<file path="src/hw/rtl/lpufr_pkg.sv">
// Shared types and constants for the length-prefixed UTF-8 frame receiver.
`default_nettype none

package lpufr_pkg;

    localparam int BYTE_W      = 8;
    localparam int LEN_W       = 32;
    localparam int CFG_INDEX_W = 8;
    localparam int CFG_DATA_W  = 32;
    localparam int CP_W        = 21;

    typedef logic [1:0]             status_t;
    typedef logic [CFG_INDEX_W-1:0] cfg_index_t;

    localparam status_t ST_OK        = 2'd0;
    localparam status_t ST_ZERO_LEN  = 2'd1;
    localparam status_t ST_TOO_LONG  = 2'd2;
    localparam status_t ST_BAD_UTF8  = 2'd3;

    localparam cfg_index_t CFG_MAX_LENGTH = 8'd0;
    localparam cfg_index_t CFG_CHECK_TEXT = 8'd1;

    localparam logic [LEN_W-1:0] MAX_LENGTH_RESET = 32'd1048576;

    localparam logic [BYTE_W-1:0] ASCII_MAX  = 8'h7F;
    localparam logic [BYTE_W-1:0] LEAD2_MASK = 8'hE0;
    localparam logic [BYTE_W-1:0] LEAD2_CODE = 8'hC0;
    localparam logic [BYTE_W-1:0] LEAD3_MASK = 8'hF0;
    localparam logic [BYTE_W-1:0] LEAD3_CODE = 8'hE0;
    localparam logic [BYTE_W-1:0] LEAD4_MASK = 8'hF8;
    localparam logic [BYTE_W-1:0] LEAD4_CODE = 8'hF0;
    localparam logic [BYTE_W-1:0] CONT_MASK  = 8'hC0;
    localparam logic [BYTE_W-1:0] CONT_CODE  = 8'h80;

    localparam logic [CP_W-1:0] CP_MIN_LEAD2 = 21'h000002;
    localparam logic [CP_W-1:0] CP_MIN_3     = 21'h000800;
    localparam logic [CP_W-1:0] CP_MIN_4     = 21'h010000;
    localparam logic [CP_W-1:0] CP_SURR_LO   = 21'h00D800;
    localparam logic [CP_W-1:0] CP_SURR_HI   = 21'h00DFFF;
    localparam logic [CP_W-1:0] CP_MAX       = 21'h10FFFF;

endpackage

`default_nettype wire

</file>
<file path="src/hw/rtl/length_prefixed_utf8_frame_receiver.sv">
// Top level: length-prefixed frame receiver with on-the-fly UTF-8 checking.
//
//  channel | direction | handshake              | payload
//  s_      | in        | s_valid / s_ready      | s_in_byte
//  m_      | out       | m_valid / m_ready      | m_out_byte, m_frame_end, m_status
//  cfg_    | in        | cfg_valid / cfg_ready  | cfg_index, cfg_data
//
// One item per cycle: each byte updates the header/length counters and the
// UTF-8 decoder in one pass, and any result lands in the output register the
// next cycle. s_ready drops only while the output register holds a result
// that m_ready does not take. Synchronous active-low reset clears all frame
// and decoder state and loads the configuration defaults; cfg_ready is always 1.
`default_nettype none

module length_prefixed_utf8_frame_receiver (
    input  wire logic                           aclk,
    input  wire logic                           aresetn,

    input  wire logic                           s_valid,
    output logic                                s_ready,
    input  wire logic [7:0]                     s_in_byte,

    output logic                                m_valid,
    input  wire logic                           m_ready,
    output logic [7:0]                          m_out_byte,
    output logic                                m_frame_end,
    output lpufr_pkg::status_t                  m_status,

    input  wire logic                           cfg_valid,
    output logic                                cfg_ready,
    input  wire lpufr_pkg::cfg_index_t          cfg_index,
    input  wire logic [31:0]                    cfg_data
);
    import lpufr_pkg::*;

    logic [LEN_W-1:0]  max_length_reg;
    logic              check_text_reg;

    logic [1:0]        hdr_seen_reg, hdr_seen_next;
    logic [LEN_W-1:0]  frame_length_reg, frame_length_next;
    logic [LEN_W-1:0]  remaining_reg, remaining_next;
    logic [1:0]        cont_reg, cont_next;
    logic [1:0]        seq_len_reg, seq_len_next;
    logic [CP_W-1:0]   cp_reg, cp_next;
    logic              text_err_reg, text_err_next;

    logic              m_valid_reg;
    logic [BYTE_W-1:0] out_byte_reg;
    logic              frame_end_reg;
    status_t           status_reg;

    logic              res_valid;
    logic [BYTE_W-1:0] res_byte;
    logic              res_end;
    status_t           res_status;

    logic              s_accept;
    logic [LEN_W-1:0]  len_asm;
    logic [CP_W-1:0]   cp_shift;
    logic [1:0]        cont_dec;
    logic [BYTE_W-1:0] c;

    assign s_ready   = !m_valid_reg || m_ready;
    assign s_accept  = s_valid && s_ready;
    assign cfg_ready = 1'b1;
    assign c         = s_in_byte;
    assign cp_shift  = {cp_reg[CP_W-7:0], c[5:0]};
    assign cont_dec  = cont_reg - 2'd1;

    always_comb begin
        unique case (hdr_seen_reg)
            2'd0:    len_asm = {24'd0, c};
            2'd1:    len_asm = frame_length_reg | {16'd0, c, 8'd0};
            2'd2:    len_asm = frame_length_reg | {8'd0, c, 16'd0};
            default: len_asm = frame_length_reg | {c, 24'd0};
        endcase
    end

    always_comb begin
        hdr_seen_next     = hdr_seen_reg;
        frame_length_next = frame_length_reg;
        remaining_next    = remaining_reg;
        cont_next         = cont_reg;
        seq_len_next      = seq_len_reg;
        cp_next           = cp_reg;
        text_err_next     = text_err_reg;
        res_valid         = 1'b0;
        res_byte          = c;
        res_end           = 1'b0;
        res_status        = ST_OK;

        if (remaining_reg == '0) begin
            frame_length_next = len_asm;
            if (hdr_seen_reg != 2'd3) begin
                hdr_seen_next = hdr_seen_reg + 2'd1;
            end else begin
                hdr_seen_next = 2'd0;
                if (len_asm == '0) begin
                    res_valid  = 1'b1;
                    res_byte   = '0;
                    res_end    = 1'b1;
                    res_status = ST_ZERO_LEN;
                end else if (len_asm > max_length_reg) begin
                    res_valid  = 1'b1;
                    res_byte   = '0;
                    res_end    = 1'b1;
                    res_status = ST_TOO_LONG;
                end else begin
                    remaining_next = len_asm;
                    cont_next      = 2'd0;
                    seq_len_next   = 2'd0;
                    cp_next        = '0;
                    text_err_next  = 1'b0;
                end
            end
        end else begin
            if (check_text_reg && !text_err_reg) begin
                if (cont_reg == 2'd0) begin
                    if (c <= ASCII_MAX) begin
                        cont_next = 2'd0;
                    end else if ((c & LEAD2_MASK) == LEAD2_CODE) begin
                        cp_next = {16'd0, c[4:0]};
                        if ({16'd0, c[4:0]} < CP_MIN_LEAD2) begin
                            text_err_next = 1'b1;
                        end else begin
                            seq_len_next = 2'd1;
                            cont_next    = 2'd1;
                        end
                    end else if ((c & LEAD3_MASK) == LEAD3_CODE) begin
                        cp_next      = {17'd0, c[3:0]};
                        seq_len_next = 2'd2;
                        cont_next    = 2'd2;
                    end else if ((c & LEAD4_MASK) == LEAD4_CODE) begin
                        cp_next      = {18'd0, c[2:0]};
                        seq_len_next = 2'd3;
                        cont_next    = 2'd3;
                    end else begin
                        text_err_next = 1'b1;
                    end
                end else if ((c & CONT_MASK) != CONT_CODE) begin
                    text_err_next = 1'b1;
                end else begin
                    cont_next = cont_dec;
                    cp_next   = cp_shift;
                    if (cont_dec == 2'd0) begin
                        if ((seq_len_reg == 2'd2 && cp_shift < CP_MIN_3) ||
                            (seq_len_reg == 2'd3 && cp_shift < CP_MIN_4) ||
                            (cp_shift >= CP_SURR_LO && cp_shift <= CP_SURR_HI) ||
                            (cp_shift > CP_MAX)) begin
                            text_err_next = 1'b1;
                        end
                        seq_len_next = 2'd0;
                        cp_next      = '0;
                    end
                end
            end

            remaining_next = remaining_reg - 32'd1;
            res_valid      = 1'b1;
            if (remaining_reg == 32'd1) begin
                res_end = 1'b1;
                if (check_text_reg && (text_err_next || cont_next != 2'd0)) begin
                    res_status = ST_BAD_UTF8;
                end
                cont_next     = 2'd0;
                seq_len_next  = 2'd0;
                cp_next       = '0;
                text_err_next = 1'b0;
            end
        end
    end

    always_ff @(posedge aclk) begin
        if (!aresetn) begin
            max_length_reg <= MAX_LENGTH_RESET;
            check_text_reg <= 1'b1;
        end else if (cfg_valid && cfg_ready) begin
            if (cfg_index == CFG_MAX_LENGTH) begin
                max_length_reg <= cfg_data;
            end else if (cfg_index == CFG_CHECK_TEXT) begin
                check_text_reg <= cfg_data[0];
            end
        end
    end

    always_ff @(posedge aclk) begin
        if (!aresetn) begin
            hdr_seen_reg     <= 2'd0;
            frame_length_reg <= '0;
            remaining_reg    <= '0;
            cont_reg         <= 2'd0;
            seq_len_reg      <= 2'd0;
            cp_reg           <= '0;
            text_err_reg     <= 1'b0;
        end else if (s_accept) begin
            hdr_seen_reg     <= hdr_seen_next;
            frame_length_reg <= frame_length_next;
            remaining_reg    <= remaining_next;
            cont_reg         <= cont_next;
            seq_len_reg      <= seq_len_next;
            cp_reg           <= cp_next;
            text_err_reg     <= text_err_next;
        end
    end

    always_ff @(posedge aclk) begin
        if (!aresetn) begin
            m_valid_reg <= 1'b0;
        end else if (s_ready) begin
            m_valid_reg <= s_accept && res_valid;
        end
    end

    always_ff @(posedge aclk) begin
        if (s_accept && res_valid) begin
            out_byte_reg  <= res_byte;
            frame_end_reg <= res_end;
            status_reg    <= res_status;
        end
    end

    assign m_valid     = m_valid_reg;
    assign m_out_byte  = out_byte_reg;
    assign m_frame_end = frame_end_reg;
    assign m_status    = status_reg;

`ifndef SYNTHESIS
    a_status_only_at_end: assert property (@(posedge aclk) disable iff (!aresetn)
        m_valid && !m_frame_end |-> m_status == ST_OK)
        else $error("status set on a non-final item");

    a_header_err_zero_byte: assert property (@(posedge aclk) disable iff (!aresetn)
        m_valid && m_frame_end && (m_status == ST_ZERO_LEN || m_status == ST_TOO_LONG)
        |-> m_out_byte == '0)
        else $error("header error item carries a nonzero byte");

    a_payload_gives_item: assert property (@(posedge aclk) disable iff (!aresetn)
        s_valid && s_ready && remaining_reg != '0 |=> m_valid)
        else $error("payload byte produced no item");

    a_decoder_idle_in_header: assert property (@(posedge aclk) disable iff (!aresetn)
        remaining_reg == '0 |-> cont_reg == 2'd0 && !text_err_reg)
        else $error("decoder state left open between frames");
`endif

endmodule

`default_nettype wire

</file>
<file path="config.mk">
export PLATFORM = sky130hd
export DESIGN_NAME = length_prefixed_utf8_frame_receiver
export DESIGN_NICKNAME = d
export VERILOG_FILES = /design/src/hw/rtl/lpufr_pkg.sv /design/src/hw/rtl/length_prefixed_utf8_frame_receiver.sv
export SDC_FILE = /design/constraint.sdc
export NUM_CORES = 1
export LEC_CHECK = 0
export BUFFER_PORTS_ARGS = -buffer_cell sky130_fd_sc_hd__buf_4
export CAP_MARGIN = 20
export CORE_MARGIN = 2
export CORE_UTILIZATION = 37
export CTS_CLUSTER_SIZE = 20
export DETAILED_ROUTE_END_ITERATION = 8
export PLACE_DENSITY = 0.58
export SLEW_MARGIN = 20
export SYNTH_ARGS = -nofsm -noshare
export SYNTH_HDL_FRONTEND = slang
export SYNTH_SLANG_ARGS = --single-unit
</file>
<file path="constraint.sdc">
create_clock -name aclk -period 3.9 [get_ports aclk]
set_input_delay 0 -clock aclk [delete_from_list [all_inputs] [get_ports aclk]]
set_output_delay 0 -clock aclk [all_outputs]
set_load 0.1 [all_outputs]
</file>
==> flow_metrics.tcl <==
set metrics [dict create \
    status "complete, but fails checks" \
    failed_checks "hold timing" \
    grt_antenna_before_repair 1 \
    coreArea_mm2 0.0195 \
    drv_cap 0 \
    syn_area_mm2 0.00739 \
    clk-insertion-delay-late_ps 430 \
    htreeDepth 4 \
    tightestPinTransition_ps 995 \
    slew_headroom_pct 33.5 \
    dieArea_mm2 0.0211 \
    die_x_um 145 \
    layoutNonFillerInstCount 1393 \
    cts.sinks 131 \
    cp.arrival_ps 4100 \
    ys.warnings.count 0 \
    cts_buffer_depth 2 \
    rsz0062_at_grt "true" \
    use_met3_pct 4.28 \
    vdd_drop_max_uv 522 \
    io_pins 67 \
    areaGrowthSynthToFinish_pct 32.8 \
    rows 51 \
    multi_input_area_mm2 0.00439 \
    setup_viol 0 \
    yosysTopAreaCell "dfxtp_1" \
    n_fill_cell 1925 \
    synthDistinctLibCells 67 \
    async_flop_share_pct 0 \
    dr.pass1.iters 5 \
    dp.cells 1309 \
    power.density_mw_per_mm2 779 \
    crit_type "reg2reg" \
    hold_violations 8 \
    cts_tree "yes" \
    post_synth.cell_area_avg_um2 7.61 \
    skew_ps 10.1 \
    root_buffer "clkbuf_16" \
    antenna_left 0 \
    worstSetupStartpoint "hdr_seen_reg[0]" \
    antenna_cells 0 \
    met2_usage_pct 34.1 \
    r2r-end "remaining_reg[1]" \
    worstSetupStartpointType "register" \
    critPathCaptureType "register" \
    start_util_pct 37.8 \
    drt_iter0_markers 622 \
    ff2ff_path_depth 16 \
    synth_seq_cells 131 \
    yosys-top-cells-area "dfxtp_1 (33%), nand2_1 (9.3%), a21oi_1 (7.7%)" \
    synthCells 971 \
    seq_area_mm2 0.00274 \
    hold_class "in2reg" \
    routed_wl_mm 22.7 \
    drive_above_1_share_pct 19.4 \
    nets 1209 \
    path_clk_slew_ps 60 \
    grt_max_degree 58 \
    min_path_cells 4 \
    p_total_mw 7.64 \
    crit_path_end "remaining_reg[1]" \
    crit_required_ps 4250 \
    fin_crit_sh_pct 96.1 \
    grt_pass1_vias 6883 \
    maxClockFrequency_ghz 0.267 \
    io_buffers 65 \
    grt_pass1_wl_mm 36.2 \
    vias 7475 \
    regToRegStartpoint "hdr_seen_reg[0]" \
    routabilityCongestion 0.874 \
    synth_edf_count 11 \
    synth_nets 1065 \
    via_per_inst 5.37 \
    die_y_um 145 \
    power_leakage_nw 3.78 \
    grtUsageTotal_pct 21.2 \
    r2r_slack_ps 150 \
    overflow 0 \
    synthFlopType "dfxtp_1" \
    post-route-min-period_ps 3750 \
    report.final.slew_viol_count 0 \
    dp_hpwl_mm 15.6 \
    wl_per_cell_um 16.3 \
    grt_use_met1_pct 28.0 \
    crit_fanout 8 \
    synth.top_cell.area_share_pct 32.5 \
    globalRoute.busiestLayer "met2" \
    holdCritStartpoint "cfg_index[0]" \
    cts_buffers 17 \
    hold_ws_ps -6.27 \
    seq_area_frac_synth_pct 37.0 \
    drc 0 \
]
[critical path, stage by stage (launching register included)]
cell and delay (ps):
dfxtp_4 370, inv_1 80, ha_2 190, or3_4 460, a22oi_2 200, inv_2 70
ha_1 290, nand4_1 120, or4_4 580, nor2b_4 180, a31oi_4 70, a31oi_4 200
buf_6 150, a31oi_4 130, buf_4 210, a211o_1 260, a21oi_1 130
[power by group]
part	total, mW	internal [mW]	switching [mW]
registers	1.91	1.67	0.233
logic	3.94	1.43	2.51
clock network	1.79	1.15	0.635
total	7.64	4.26	3.38
[kinds of logic (layout without fill, tap and decap cells)]
| group | after synthesis | in the layout | synth area share [%] |
|---|---|---|---|
| AND/OR/NAND/NOR | 411 | 411 | 25.5 |
| AO/OA/AOI/OAI | 258 | 260 | 22.0 |
| flip-flops | 131 | 131 | 37.0 |
| buffers and inverters | 111 | 266 | 6.17 |
| adder cells (fa/ha/maj) | 41 | 41 | 6.94 |
| multiplexers | 16 | 16 | 2.17 |
| XOR/XNOR | 2 | 2 | 0.237 |
| other | 1 | 1 | 0.0508 |
[area by class of cell]
type                       instances  share of cell area [%]
sequential                       131                    27.9
multi-input combinational        731                    44.8
inverter                          54                    2.07
timing repair buffer             180                    15.3
clock inverter                    13                    2.09
tap                              265                    3.38
clock buffer                      19                    4.52
[stage by stage]
stage | TNS, ps | area, um2 | utilization, % | hold WS (ps) | setup slack, ps
floorplan | 0 | 7410 | - | 125 | 46.5
global placement | -4080 | 8490 | 43.5 | 230 | -118
detailed placement | -9360 | 8490 | 43.5 | 235 | -229
CTS | 0 | 9600 | 49.2 | 33.2 | 20.4
global route | -37.2 | 9810 | 50.2 | 18.7 | -20.3
finish | 0 | 9810 | 50.2 | -6.27 | 151
[repair_timing]
item | CTS | global route
hold buffers | 41 | 0
resized for setup | 11 | 31
buffers inserted | 0 | 7
endpoints found under the setup margin | 62 | 66
cloned | 2 | 2
hold endpoints to repair | 45 | 0
pin swaps | 3 | 16
[worst min path at each step]
stage | end | slack, ps
global placement | check_text_reg | 230
finish | max_length_reg[7] | -6
detailed placement | max_length_reg[20] | 240
CTS | m_out_byte[7] | 30
floorplan | check_text_reg | 130
global route | max_length_reg[7] | 20
[cells in the mapped netlist (all sizes together) (4+ instances only)]
master,number
o311ai,6
and3,4
dfxtp,120
o21ai,54
a211oi,9
nor3,30
o31ai,6
or4,6
o211ai,9
inv,54
nand3,33
nand2b,5
mux2i,16
ha,41
a31oi,12
nand4,16
a22oi,11
nand2,184
nor2,80
a21oi,113
clkbuf,49
buf,8
nor4,17
o22ai,11
nor2b,18
nand3b,4
edfxtp,11
[cell usage in the layout (no fill, tap or decap), drive strengths merged, types with 12 or more instances in the layout]
cell type	Yosys	final
o21ai	54	54
dlygate4sd3	0	41
nor3	30	30
dfxtp	120	120
a21oi	113	113
nand4	16	16
nor2	80	80
ha	41	41
buf	8	138
nor2b	18	18
clkbuf	49	20
a31oi	12	12
nor4	17	17
mux2i	16	16
nand3	33	33
nand2	184	184
inv	54	56
[routing by layer]
layer / routed length (um) / part of all wire (%)
met4: 590 / 2.6
met5: 0 / 0
met1: 10500 / 46
met3: 1270 / 5.6
met2: 10300 / 46
Power figures use the tool's default switching activity.
